File: src/qrs_pkg.sv
// Package for the quadratic root solver: widths, status codes and the beat
// types that travel down the square root and divider cell chains. No dependencies.
`timescale 1ns / 1ps
package qrs_pkg;

  localparam int CoefWidth = 16;
  localparam int FracBits  = 16;
  localparam int RootWidth = 40;

  // Discriminant is at most b^2 + 4|ac| < 2^33
  localparam int DiscWidth = 2 * CoefWidth + 1;
  // Radicand disc << 2*FracBits, padded to an even bit count
  localparam int RadWidth  = DiscWidth + 2 * FracBits + 1;
  localparam int SqrtBits  = RadWidth / 2;
  localparam int SremWidth = SqrtBits + 3;
  // Numerator -b*2^f +/- root, magnitude only
  localparam int NumWidth  = SqrtBits + 1;
  localparam int DenWidth  = CoefWidth + 1;
  localparam int DremWidth = DenWidth + 1;

  localparam logic [1:0] ST_OK    = 2'd0;
  localparam logic [1:0] ST_AZERO = 2'd1;
  localparam logic [1:0] ST_CPLX  = 2'd2;

  typedef struct packed {
    logic signed [CoefWidth-1:0] a;
    logic signed [CoefWidth-1:0] b;
    logic [1:0]                  st;
    logic                        dbl;
    logic [RadWidth-1:0]         n;
    logic [SremWidth-1:0]        rem;
    logic [SqrtBits-1:0]         root;
  } sq_t;

  typedef struct packed {
    logic [1:0]           st;
    logic                 dbl;
    logic                 neg_p;
    logic                 neg_m;
    logic [NumWidth-1:0]  num_p;
    logic [NumWidth-1:0]  num_m;
    logic [DenWidth-1:0]  den;
    logic [DremWidth-1:0] rem_p;
    logic [DremWidth-1:0] rem_m;
    logic [NumWidth-1:0]  q_p;
    logic [NumWidth-1:0]  q_m;
  } dv_t;

endpackage

File: src/qrs_sqrt_cell.sv
// One digit cell of the square root chain: retires one root bit per beat.
// Depends on qrs_pkg.
`timescale 1ns / 1ps
module qrs_sqrt_cell
  import qrs_pkg::*;
(
  input  logic clk,
  input  logic rst_n,
  input  logic up_valid,
  output logic up_ready,
  input  sq_t  up_data,
  output logic dn_valid,
  input  logic dn_ready,
  output sq_t  dn_data
);

  logic valid_r;
  sq_t  data_r;
  sq_t  data_nxt;
  logic [SremWidth-1:0] rem_sh;
  logic [SremWidth-1:0] trial;
  logic ge;

  assign up_ready = !valid_r || dn_ready;
  assign dn_valid = valid_r;
  assign dn_data  = data_r;

  always_comb begin
    rem_sh   = {up_data.rem[SremWidth-3:0], up_data.n[RadWidth-1 -: 2]};
    trial    = {up_data.root, 2'b01};
    ge       = rem_sh >= trial;
    data_nxt = up_data;
    data_nxt.n    = {up_data.n[RadWidth-3:0], 2'b00};
    data_nxt.rem  = ge ? rem_sh - trial : rem_sh;
    data_nxt.root = {up_data.root[SqrtBits-2:0], ge};
  end

  always_ff @(posedge clk) begin
    if (!rst_n) begin
      valid_r <= 1'b0;
    end else if (up_ready) begin
      valid_r <= up_valid;
    end
    if (up_ready && up_valid) begin
      data_r <= data_nxt;
    end
  end

endmodule

File: config.mk
export PLATFORM = sky130hd
export DESIGN_NAME = qrs_sqrt_cell
export DESIGN_NICKNAME = d
export VERILOG_FILES = /design/src/qrs_pkg.sv /design/src/qrs_sqrt_cell.sv
export SDC_FILE = /design/constraint.sdc
export NUM_CORES = 1
export LEC_CHECK = 0
export BUFFER_PORTS_ARGS = -buffer_cell sky130_fd_sc_hd__buf_2
export CORE_MARGIN = 5
export CORE_UTILIZATION = 43
export DETAILED_ROUTE_END_ITERATION = 6
export GPL_ROUTABILITY_DRIVEN = 0
export PLACE_DENSITY = 0.77
export SLEW_MARGIN = 20
export SYNTH_ARGS = -nofsm -noshare
export SYNTH_HDL_FRONTEND = slang
export SYNTH_SLANG_ARGS = --single-unit
File: constraint.sdc
create_clock -name clk -period 6 [get_ports clk]
set_clock_uncertainty 0.1 [all_clocks]
set_input_delay 1.2 -clock clk [delete_from_list [all_inputs] [get_ports clk]]
set_output_delay 1.2 -clock clk [all_outputs]
set_load 0.03 [all_outputs]
======== Word-level counts from Yosys, hierarchy flattened ========
Index checks and enable logic that the tools add are counted.
word-level totals
  register bits ........................... 169
  input bits .............................. 174
  logic and storage cells ................. 14
cells by class
  add/sub/neg operators ................... 1
  magnitude comparators ................... 1
  muxes and demuxes ....................... 1
  reductions and logical operators ........ 3
operator list
  kind                                          count
  greater-or-equal comparator 36 x 35 -> 1 bit  1
  two-way mux 36 bit                            1
  subtractor 36 x 35 -> 36 bit                  1
  logical AND 1 bit                             1
  logical NOT 1 bit                             1
  logical OR 1 bit                              1

======== Depth between registers and ports, before layout ========
  word-level depth ........................ 3
  gate-level depth with buffers ........... 13

======== Worst setup path after synthesis ========
OpenSTA, ideal clock, no wires.
  path type ............................... input to register
  from .................................... input dn_ready
  to ...................................... register data_r, in the netlist dn_data[0] (enable)
  data arrival time ....................... 5.412 ns
  data required time ...................... 5.353 ns
  slack ................................... -0.059 ns
  stages on the path ...................... 2
  path buffers ............................ 0
  cells stage by stage .................... nand2b_1 > and2_1
on the way
  longest elaborated chain between the ends .. 2
ends and longest elaborated chain
  what                  RTL line             text
  from (decl)           qrs_sqrt_cell.sv:13  input logic dn_ready,
  logical OR 1 bit      qrs_sqrt_cell.sv:24  assign up_ready = !valid_r || dn_ready;
  logical AND 1 bit     qrs_sqrt_cell.sv:44  if (up_ready && up_valid) begin
  to (signal assigned)  qrs_sqrt_cell.sv:45  data_r <= data_nxt;
  to (decl)             qrs_sqrt_cell.sv:18  sq_t data_r;
Every way passes these cells.
A chain may end at the register's enable or synchronous reset.

==> summary.md <==
| Metric | Value |
|---|---|
| DR iter-0 viols | `~310` |
| Critical path required time | `between 6 and 7 ns` |
| Number of hold buffers added after cts | `0` |
| Min cycle time layout | `about 4.2 ns` |
| Gr ovfl total | `0` |
| Pre-CTS setup slack | `1.40 ns` |
| Final instance area | `between 0.01 and 0.015 mm²` |
| Post-synth EDFFs | `168` |
| Per-cell routed wire length | `19.5 µm` |
| Core Box Area | `0.0174 mm²` |
| Leakage power | `4.59 nW` |
| GRT Overall Usage | `0.199` |
| Avg Cell Area, Syn | `14.8 µm²` |
| Layout fillers | `about 1,400` |
| Fmax | `0.240 GHz` |
| Setup-failing EPs final | `0` |
| Mapped Area | `0.00767 mm²` |
| Seq/Total Area, Yosys | `0.660` |
| Commonest non-fill, non-tap cells in the layout | `buf_2, edfxtp_1, inv_1, ha_1, a21oi_1` |
| Slew margin rel. | `0.388` |
| CP arrival | `approximately 4.2 ns` |
| TritonCTS clock tree | `yes` |
| Pre-antenna DRT Iters | `4` |
| Clock sinks | `around 170` |
| Vias per cell | `around 5.0` |
| Least-Margin Pin Slew | `roughly 0.92 ns` |
| Dpl hpwl | `17,000 µm` |
| Status | `finished, final reports clean` |
| Layout cells sized above 1 | `0.476` |
| H-tree level count | `4` |
| Die area | `0.0206 mm²` |
| Via count | `~5,600` |
| Initial antenna violation count | `11` |
| Port buffer count | `approximately 340` |
| Hold WS | `between 0.4 and 0.5 ns` |
| Final TNS setup | `0 ns` |
| Commonest non-fill, non-tap cell in the layout | `buf_2` |
| Pin count of the biggest net entering global routing | `103` |
| Max-cap viol count | `0` |
| Register area | `0.00506 mm²` |
| IO Pins | `346` |
| DRT Wirelength | `about 22,000 µm` |
| Area of the multi-input gates | `0.00236 mm²` |
| Crit path max fanout | `35` |
| Asr flop ratio synth | `0` |
| DR DRC count | `0` |
| Yosys cell types | `57` |
| RSZ-0062 raised after global routing | `no` |
| CTS root buf | `clkbuf_16` |
| Ys flop type | `edfxtp_1` |
| TritonCTS buffer count | `17` |
| Cells after Synth | `517` |
| Die H | `roughly 140 µm` |
| Clk_lat worst skew | `~0.42 ns` |
| Vias in the first global route | `approximately 5,600` |
| Power per cell area | `~310 mW/mm²` |
| Slew Viols, Final | `0` |
| Final worst slack | `~1.8 ns` |
| Critical path capture point type | `flip-flop` |
| Worst vdd ir | `about 0.18 mV` |
| # resized after CTS | `0` |
| Final period utilization | `0.693` |
| Die Span X | `about 140 µm` |
| Post-CTS Setup Bufs | `0` |
| Number of synthesized register bits | `~170` |
| CTS clk-pin slew, worst paths | `0.07 ns` |
| Row Count | `48` |
| Final Power | `around 0.0032 W` |
| Synthesis Warnings | `0` |
| Starting Density | `0.441` |
| Worst-case clock buffer depth | `2` |
| First-pass GRT wire length | `30,800 µm` |
| Hold crit path type | `reg2reg` |
| Final nets | `around 1,100` |
| Crit Path Category | `in2reg` |
| Area grow syn2layout | `33.4%` |
| Startpoint Class | `input port` |
| Post-route ant nets | `0` |
| Final hold vios | `0` |
| Placed cell area | `just under 0.01 mm²` |
==> cell families after synthesis <==
| family | Yosys count | synth area share |
|---|---|---|
| DFF | 169 | 0.660 |
| AOI/OAI and AO/OA | 101 | 0.0942 |
| and+or+nand+nor | 90 | 0.0607 |
| buffers and inverters | 58 | 0.0326 |
| adders and majority gates | 35 | 0.0571 |
| muxes | 32 | 0.0595 |
| xor gates and xnor gates | 31 | 0.0354 |
| other | 1 | 0.000489 |
==> stage by stage <==
| stage | cells | util |
|---|---|---|
| 3_3_place_gp | 1076 | 0.553 |
| 4_1_cts | 1108 | 0.586 |
| 2_1_floorplan | 518 | - |
| 3_5_place_dp | 1076 | 0.553 |
| 5_1_grt | 1120 | 0.588 |
| 6_report | 1120 | 0.588 |
==> per-layer routing <==
layer	vias up	track usage	share of wire
met1	2641	0.223	0.36
met5	-	0	0
met4	0	0.0946	0.030
met2	224	0.352	0.53
met3	36	0.0532	0.080
li1	2673	-	-
==> Yosys cell counts, types with 8 or more instances <==
library cell | number | area share
edfxtp_1 | 168 | 0.66
nand3_1 | 9 | 0.0059
a21oi_1 | 34 | 0.022
nand2_1 | 26 | 0.013
nor2_1 | 12 | 0.0059
a21o_1 | 9 | 0.0088
ha_1 | 35 | 0.057
o21ai_0 | 20 | 0.013
mux2_4 | 26 | 0.051
xnor2_1 | 19 | 0.022
inv_1 | 48 | 0.023
xor2_1 | 12 | 0.014
and3_1 | 11 | 0.0090
nand4_1 | 8 | 0.0065
==> area by class of cell <==
cell class                 count  area share
antenna                       12     0.00293
clock buffer                  18      0.0419
clock inverter                14      0.0147
inverter                      49      0.0182
multi-input combinational    291       0.231
sequential                   169       0.495
tap                          225      0.0275
timing repair buffer         342       0.169
==> state kept, by name, indices dropped and copies added, names as in the netlist <==
signal	cells
dn_data	168
dn_valid	1
==> report_power, final <==
part           internal [W]  total (W)  switching [W]
clock network      0.000557    0.00107       0.000518
registers           0.00141    0.00143      0.0000206
logic              0.000255   0.000676       0.000421
==> critical path: stages <==
cell	delay, ns
buf_2	0.09
inv_1	0.04
ha_1	0.44
and4_1	0.29
and3_1	0.20
nor2b_1	0.27
nand2_1	0.14
o211ai_4	0.28
a41o_4	0.30
a21oi_4	0.08
inv_4	0.48
mux2_2	0.41
==> worst paths after layout <==
| kind | start | endpoint | slack [ns] | cells after the start |
|---|---|---|---|---|
| max | up_data[22] | dn_data[36] | 1.84 | 12 |
| min | dn_valid | dn_valid | 0.45 | 2 |
| max reg2reg | dn_valid | dn_data[135] | 3.78 | 3 |
| min reg2reg | dn_valid | dn_valid | 0.45 | 2 |
(Power assumes the default switching activity.)
