==> config.mk <==
export PLATFORM = sky130hd
export DESIGN_NAME = qrs_div_cell
export DESIGN_NICKNAME = d
export VERILOG_FILES = /design/src/qrs_pkg.sv /design/src/qrs_div_cell.sv
export SDC_FILE = /design/constraint.sdc
export NUM_CORES = 1
export LEC_CHECK = 0
export ABC_CLOCK_PERIOD_IN_PS = 5700
export BUFFER_PORTS_ARGS = -buffer_cell sky130_fd_sc_hd__clkbuf_2
export CAP_MARGIN = 25
export CORE_AREA = 2 2 154 156
export CTS_CLUSTER_SIZE = 12
export DETAILED_ROUTE_END_ITERATION = 12
export DIE_AREA = 0 0 156 158
export PLACE_DENSITY = 0.73
export SYNTH_ARGS = -nofsm -noshare
export SYNTH_HDL_FRONTEND = slang
export SYNTH_SLANG_ARGS = --single-unit
==> constraint.sdc <==
create_clock -name clk -period 5.7 [get_ports clk]
set_input_delay 0.285 -clock clk [delete_from_list [all_inputs] [get_ports clk]]
set_output_delay 0.285 -clock clk [all_outputs]
set_load 0.05 [all_outputs]
==> src/qrs_pkg.sv <==
// Package for the quadratic root solver: widths, status codes and the beat
// types that travel down the square root and divider cell chains. No dependencies.
`timescale 1ns / 1ps
package qrs_pkg;

  localparam int CoefWidth = 16;
  localparam int FracBits  = 16;
  localparam int RootWidth = 40;

  // Discriminant is at most b^2 + 4|ac| < 2^33
  localparam int DiscWidth = 2 * CoefWidth + 1;
  // Radicand disc << 2*FracBits, padded to an even bit count
  localparam int RadWidth  = DiscWidth + 2 * FracBits + 1;
  localparam int SqrtBits  = RadWidth / 2;
  localparam int SremWidth = SqrtBits + 3;
  // Numerator -b*2^f +/- root, magnitude only
  localparam int NumWidth  = SqrtBits + 1;
  localparam int DenWidth  = CoefWidth + 1;
  localparam int DremWidth = DenWidth + 1;

  localparam logic [1:0] ST_OK    = 2'd0;
  localparam logic [1:0] ST_AZERO = 2'd1;
  localparam logic [1:0] ST_CPLX  = 2'd2;

  typedef struct packed {
    logic signed [CoefWidth-1:0] a;
    logic signed [CoefWidth-1:0] b;
    logic [1:0]                  st;
    logic                        dbl;
    logic [RadWidth-1:0]         n;
    logic [SremWidth-1:0]        rem;
    logic [SqrtBits-1:0]         root;
  } sq_t;

  typedef struct packed {
    logic [1:0]           st;
    logic                 dbl;
    logic                 neg_p;
    logic                 neg_m;
    logic [NumWidth-1:0]  num_p;
    logic [NumWidth-1:0]  num_m;
    logic [DenWidth-1:0]  den;
    logic [DremWidth-1:0] rem_p;
    logic [DremWidth-1:0] rem_m;
    logic [NumWidth-1:0]  q_p;
    logic [NumWidth-1:0]  q_m;
  } dv_t;

endpackage

==> src/qrs_div_cell.sv <==
// One cell of the divider chain: one quotient bit for each of the two roots.
// Depends on qrs_pkg.
`timescale 1ns / 1ps
module qrs_div_cell
  import qrs_pkg::*;
(
  input  logic clk,
  input  logic rst_n,
  input  logic up_valid,
  output logic up_ready,
  input  dv_t  up_data,
  output logic dn_valid,
  input  logic dn_ready,
  output dv_t  dn_data
);

  logic valid_r;
  dv_t  data_r;
  dv_t  data_nxt;
  logic [DremWidth-1:0] rp;
  logic [DremWidth-1:0] rm;
  logic [DremWidth-1:0] dx;
  logic gp;
  logic gm;

  assign up_ready = !valid_r || dn_ready;
  assign dn_valid = valid_r;
  assign dn_data  = data_r;

  always_comb begin
    dx = {1'b0, up_data.den};
    rp = {up_data.rem_p[DremWidth-2:0], up_data.num_p[NumWidth-1]};
    rm = {up_data.rem_m[DremWidth-2:0], up_data.num_m[NumWidth-1]};
    gp = rp >= dx;
    gm = rm >= dx;
    data_nxt = up_data;
    data_nxt.num_p = {up_data.num_p[NumWidth-2:0], 1'b0};
    data_nxt.num_m = {up_data.num_m[NumWidth-2:0], 1'b0};
    data_nxt.rem_p = gp ? rp - dx : rp;
    data_nxt.rem_m = gm ? rm - dx : rm;
    data_nxt.q_p   = {up_data.q_p[NumWidth-2:0], gp};
    data_nxt.q_m   = {up_data.q_m[NumWidth-2:0], gm};
  end

  always_ff @(posedge clk) begin
    if (!rst_n) begin
      valid_r <= 1'b0;
    end else if (up_ready) begin
      valid_r <= up_valid;
    end
    if (up_ready && up_valid) begin
      data_r <= data_nxt;
    end
  end

endmodule

## After elaboration in Yosys (flattened, before gate mapping)

Cells that the tools add are included.

- Bits of input ports: 198
- Output and inout port bits: 196
- Register bits after elaboration: 193
- Logic and storage cells: 21

- Multiplexer cells: 2
- Reductions and logical operators: 3
- Add/subtract/negate cells: 2
- Order comparisons: 2

Operator list:

| kind | count |
|---|---|
| $ge 18x17->1 | 2 |
| $mux 18 | 2 |
| $sub 18x17->18 | 2 |
| $logic_and 1x1->1 | 1 |
| $logic_not 1->1 | 1 |
| $logic_or 1x1->1 | 1 |

## Logic depth before layout (Yosys ltp)

- Depth in word-level cells: 3
- Mapped depth: 12
- Gate-level depth less buffers: 11

## Worst setup path after synthesis

Ideal clock, no wire load.

- Path kind: register to register
- From: reg valid_r (netlist: dn_valid)
- To: reg data_r, in the netlist dn_data[0], enable pin
- Clock period less this slack: 5.987 ns
- Data arrival time: 5.412 ns
- Cell stages (with the launch flop): 3
- Required time: 5.125 ns
- Setup slack: -0.287 ns
- Setup time: 0.575 ns
- Path through: dfxtp_1 nand2b_1 and2_1

- Cells in the longest elaborated chain, start to end: 3

Ends and longest elaborated chain:

| element | RTL line | source |
|---|---|---|
| from (decl) | qrs_div_cell.sv:17 | `logic valid_r;` |
| from (signal assigned) | qrs_div_cell.sv:49 | `valid_r <= up_valid;` |
| $logic_not 1->1 | qrs_div_cell.sv:26 | `assign up_ready = !valid_r \|\| dn_ready;` |
| $logic_or 1x1->1 | qrs_div_cell.sv:26 |  |
| named net up_ready | qrs_div_cell.sv:10 | `output logic up_ready,` |
| $logic_and 1x1->1 | qrs_div_cell.sv:51 | `if (up_ready && up_valid) begin` |
| to (signal assigned) | qrs_div_cell.sv:52 | `data_r <= data_nxt;` |
| to (decl) | qrs_div_cell.sv:18 | `dv_t data_r;` |

The timed path passes the listed nets, and every way through them passes these cells.
A chain may end at the register's enable or synchronous reset.

==> flow_summary_export.csv <==
group,metric,value,unit
worst_setup_path,reg2reg_from,"dn_valid$_SDFFE_PN0N_",
cells_and_area,multi_input_area,2030,µm²
worst_setup_path,worstRegToRegCells,3,
detailed_routing,viasPerCell,4.73,
worst_setup_path,cp_slowest_cell,"nor4_1",
synth,yosysSeqAreaShare,72.3,%
worst_setup_path,crit_path_max_fanout,28,
worst_setup_path,cp.required,5.88,ns
cts,htreeDepth,4,
sta,fin_crit_sh,47.6,%
detailed_routing,vias,5902,
grt,grt.overflow.total,0,
sta,finalSetupViolations,0,
grt,grtUsageTotal,18.4,%
hold_path,whs_path_depth,1,
hold_path,worstHoldPathType,"in -> reg",
sta,fmax,369,MHz
die,initial_core_util,34.7,%
grt,grt_max_degree,141,
sta,final_max_slew_viol_count,0,
worst_setup_path,critical_path_buf_inv_count,2,
detailed_routing,first_pass_iters,5,
sta,fin_hold_ws,0.0118,ns
sta,grt_setup_unrepaired,"no",
grt,use_met3,5.53,%
power,ir_worst_vdd,0.000172,V
sta,worst_slew_pin_slew,0.786,ns
placed_design,dp_hpwl,18100,µm
die,rows,56,
synth,synth_cells,510,
grt,grt_pass1_wl,33300,µm
cells_and_area,layout_commonest_cell,"clkbuf_2",
sta,final.min_clock_period,2.71,ns
cells_and_area,drive_gt1_share,47.3,%
die,dieArea,24600,µm²
worst_setup_path,crit_chain,"clkbuf_2 -> inv_1 -> ha_1 -> nand3_1 -> nor4_1 -> nor3b_2 -> a21oi_4 -> mux2_2",
synth,ys_warn_count,0,
synth,synth_edf_count,192,
detailed_routing,ant_nets,0,
power,p_per_area,343,nW/µm²
detailed_routing,drt_iter0_markers,289,
die,die_h,158,µm
cts,ctsLongestPathBuffers,2,
grt,busiest_layer,"met2",
detailed_routing,wl_per_cell,18.8,µm
die,ios,394,
worst_setup_path,max_stage_delay,0.68,ns
detailed_routing,wirelength,23400,µm
grt,use_met1,19.9,%
worst_setup_path,crit_arrival,2.89,ns
placed_design,gp_congestion,0.851,
cts,cts-buffers-inserted,17,
die,die_x,156,µm
cells_and_area,instances_no_fill,1249,
synth,syn-cell-area,8000,µm²
synth,synth_seq_cells,193,
grt,met2_usage,32.6,%
worst_setup_path,critPathCaptureType,"flip-flop",
power,leakagePower,0.00490,µW
worst_setup_path,worstSetupStartpoint,"up_data[109]",
job,cap_violations,0,
worst_setup_path,cp_top_family,"simple AND/OR/NAND/NOR gates",
cells_and_area,num-fill-cells,2018,
placed_design,portBuffers,387,
cells_and_area,syn2layout_area_growth,40.0,%
detailed_routing,drc_errors,0,
placed_design,place_inst,1178,
sta,finalSetupTns,0,ns
synth,ys_async_sr_fraction,0,%
worst_setup_path,cp.depth,8,
cts,cts.clk_slew.worst_paths,0.09,ns
cells_and_area,final_cell_mix,"clkbuf_2 (387), edfxtp_1 (192), a21oi_1 (43)",
run_status,status,"finished clean",
worst_setup_path,startpoint_type,"primary input",
worst_setup_path,worst-setup-path-type,"in -> reg",
cells_and_area,register_area,5790,µm²
cells_and_area,nNetsFinal,1172,
cts,clock_latency,0.44,ns
grt,grt_pass1_vias,5924,
grt,antenna_found_initial,8,
synth,yosysUniqueCellTypes,59,
sta,fin_worst_skew,0.0229,ns
cts,cts.sinks,193,
sta,max_slew_margin,47.1,%
sta,hold_violations,0,
synth,syn_area_per_cell,15.7,µm²
synth,ys.flop_type,"edfxtp_1",
cts,clockRootBuffer,"clkbuf_16",
die,core,23100,µm²
cts,cts_tree,"built",
hold_path,worstHoldStart,"up_data[53]",
registers in the layout (all words and copies together) (netlist names):
signal and cells:
dn_data 192, dn_valid 1
synthesized netlist by cell type (3+ instances only):
library cell | instances | area share, %
nand2_1 | 23 | 1.1
mux2_2 | 17 | 2.4
inv_1 | 31 | 1.5
o21ai_1 | 3 | 0.19
buf_2 | 6 | 0.38
nor4_1 | 3 | 0.23
nand3_1 | 6 | 0.38
a211oi_1 | 3 | 0.28
xor2_1 | 6 | 0.66
o21a_1 | 4 | 0.38
a21o_1 | 7 | 0.66
nor2b_1 | 5 | 0.39
a31oi_1 | 3 | 0.23
a21oi_1 | 43 | 2.7
nand2b_1 | 4 | 0.31
xnor2_1 | 21 | 2.3
nor2_1 | 30 | 1.4
nand4_1 | 4 | 0.31
o21ai_0 | 12 | 0.75
edfxtp_1 | 192 | 72
ha_1 | 34 | 5.3
o22ai_1 | 3 | 0.23
power breakdown:
group          internal, µW  total [µW]  switching [µW]
sequential             1690        1720            27.4
clock                   637        1260             618
combinational           252         870             617
total                  2580        3850            1260
area by class of cell:
class                   instances  share of cell area, %
diodes                          8                  0.179
clock buffers                  18                   3.83
clock inverters                14                   1.66
inverters                      31                   1.04
multi-input cells             275                   18.1
flip-flops and latches        193                   51.6
well taps                     290                   3.24
repair buffers                420                   20.3
final timing paths:
| check | to | slack (ns) |
|---|---|---|
| worst max-delay path | dn_data[92]$_DFFE_PP_ | 2.99 |
| worst min-delay path | dn_data[54]$_DFFE_PP_ | 0.01 |
| worst max register to register | dn_data[116]$_DFFE_PP_ | 3.53 |
| worst min register to register | dn_valid$_SDFFE_PN0N_ | 0.56 |
per-stage QoR:
stage               setup WS, ns  instance area [µm²]  utilization (%)  power [µW]
floorplan                   1.82                 8010                -        2380
global placement            2.63                10300             44.5        2600
detailed placement          2.62                10300             44.5        2610
CTS                         3.05                11100             48.4        3880
global route                2.92                11200             48.6        3990
finish                      2.99                11200             48.6        3850
per-layer routing:
metal  vias up  wire, µm
met4         0       830
met2       258     12400
met3        41      1670
met5         -         0
met1      2808      8530
li1       2795         -
what timing repair did:
action                    CTS  global route
hold endpoints to repair   27             4
resized for setup           0             0
setup buffers               0             0
hold buffers               27             4
worst reg2reg max path: stages (launching register included):
cell and delay [ns]:
dfxtp_1 0.32, nand2b_1 0.11, and2_4 0.59, buf_12 0.66
cell families after synthesis:
logic type | synth area share [%]
xor+xnor | 2.96
compound gates | 8.38
mux | 2.85
flops | 72.3
simple gates | 5.25
buf+inv | 2.39
fa+ha+maj | 5.82
other cells | 0.0469
No activity file was read; power rests on OpenSTA's default activity.
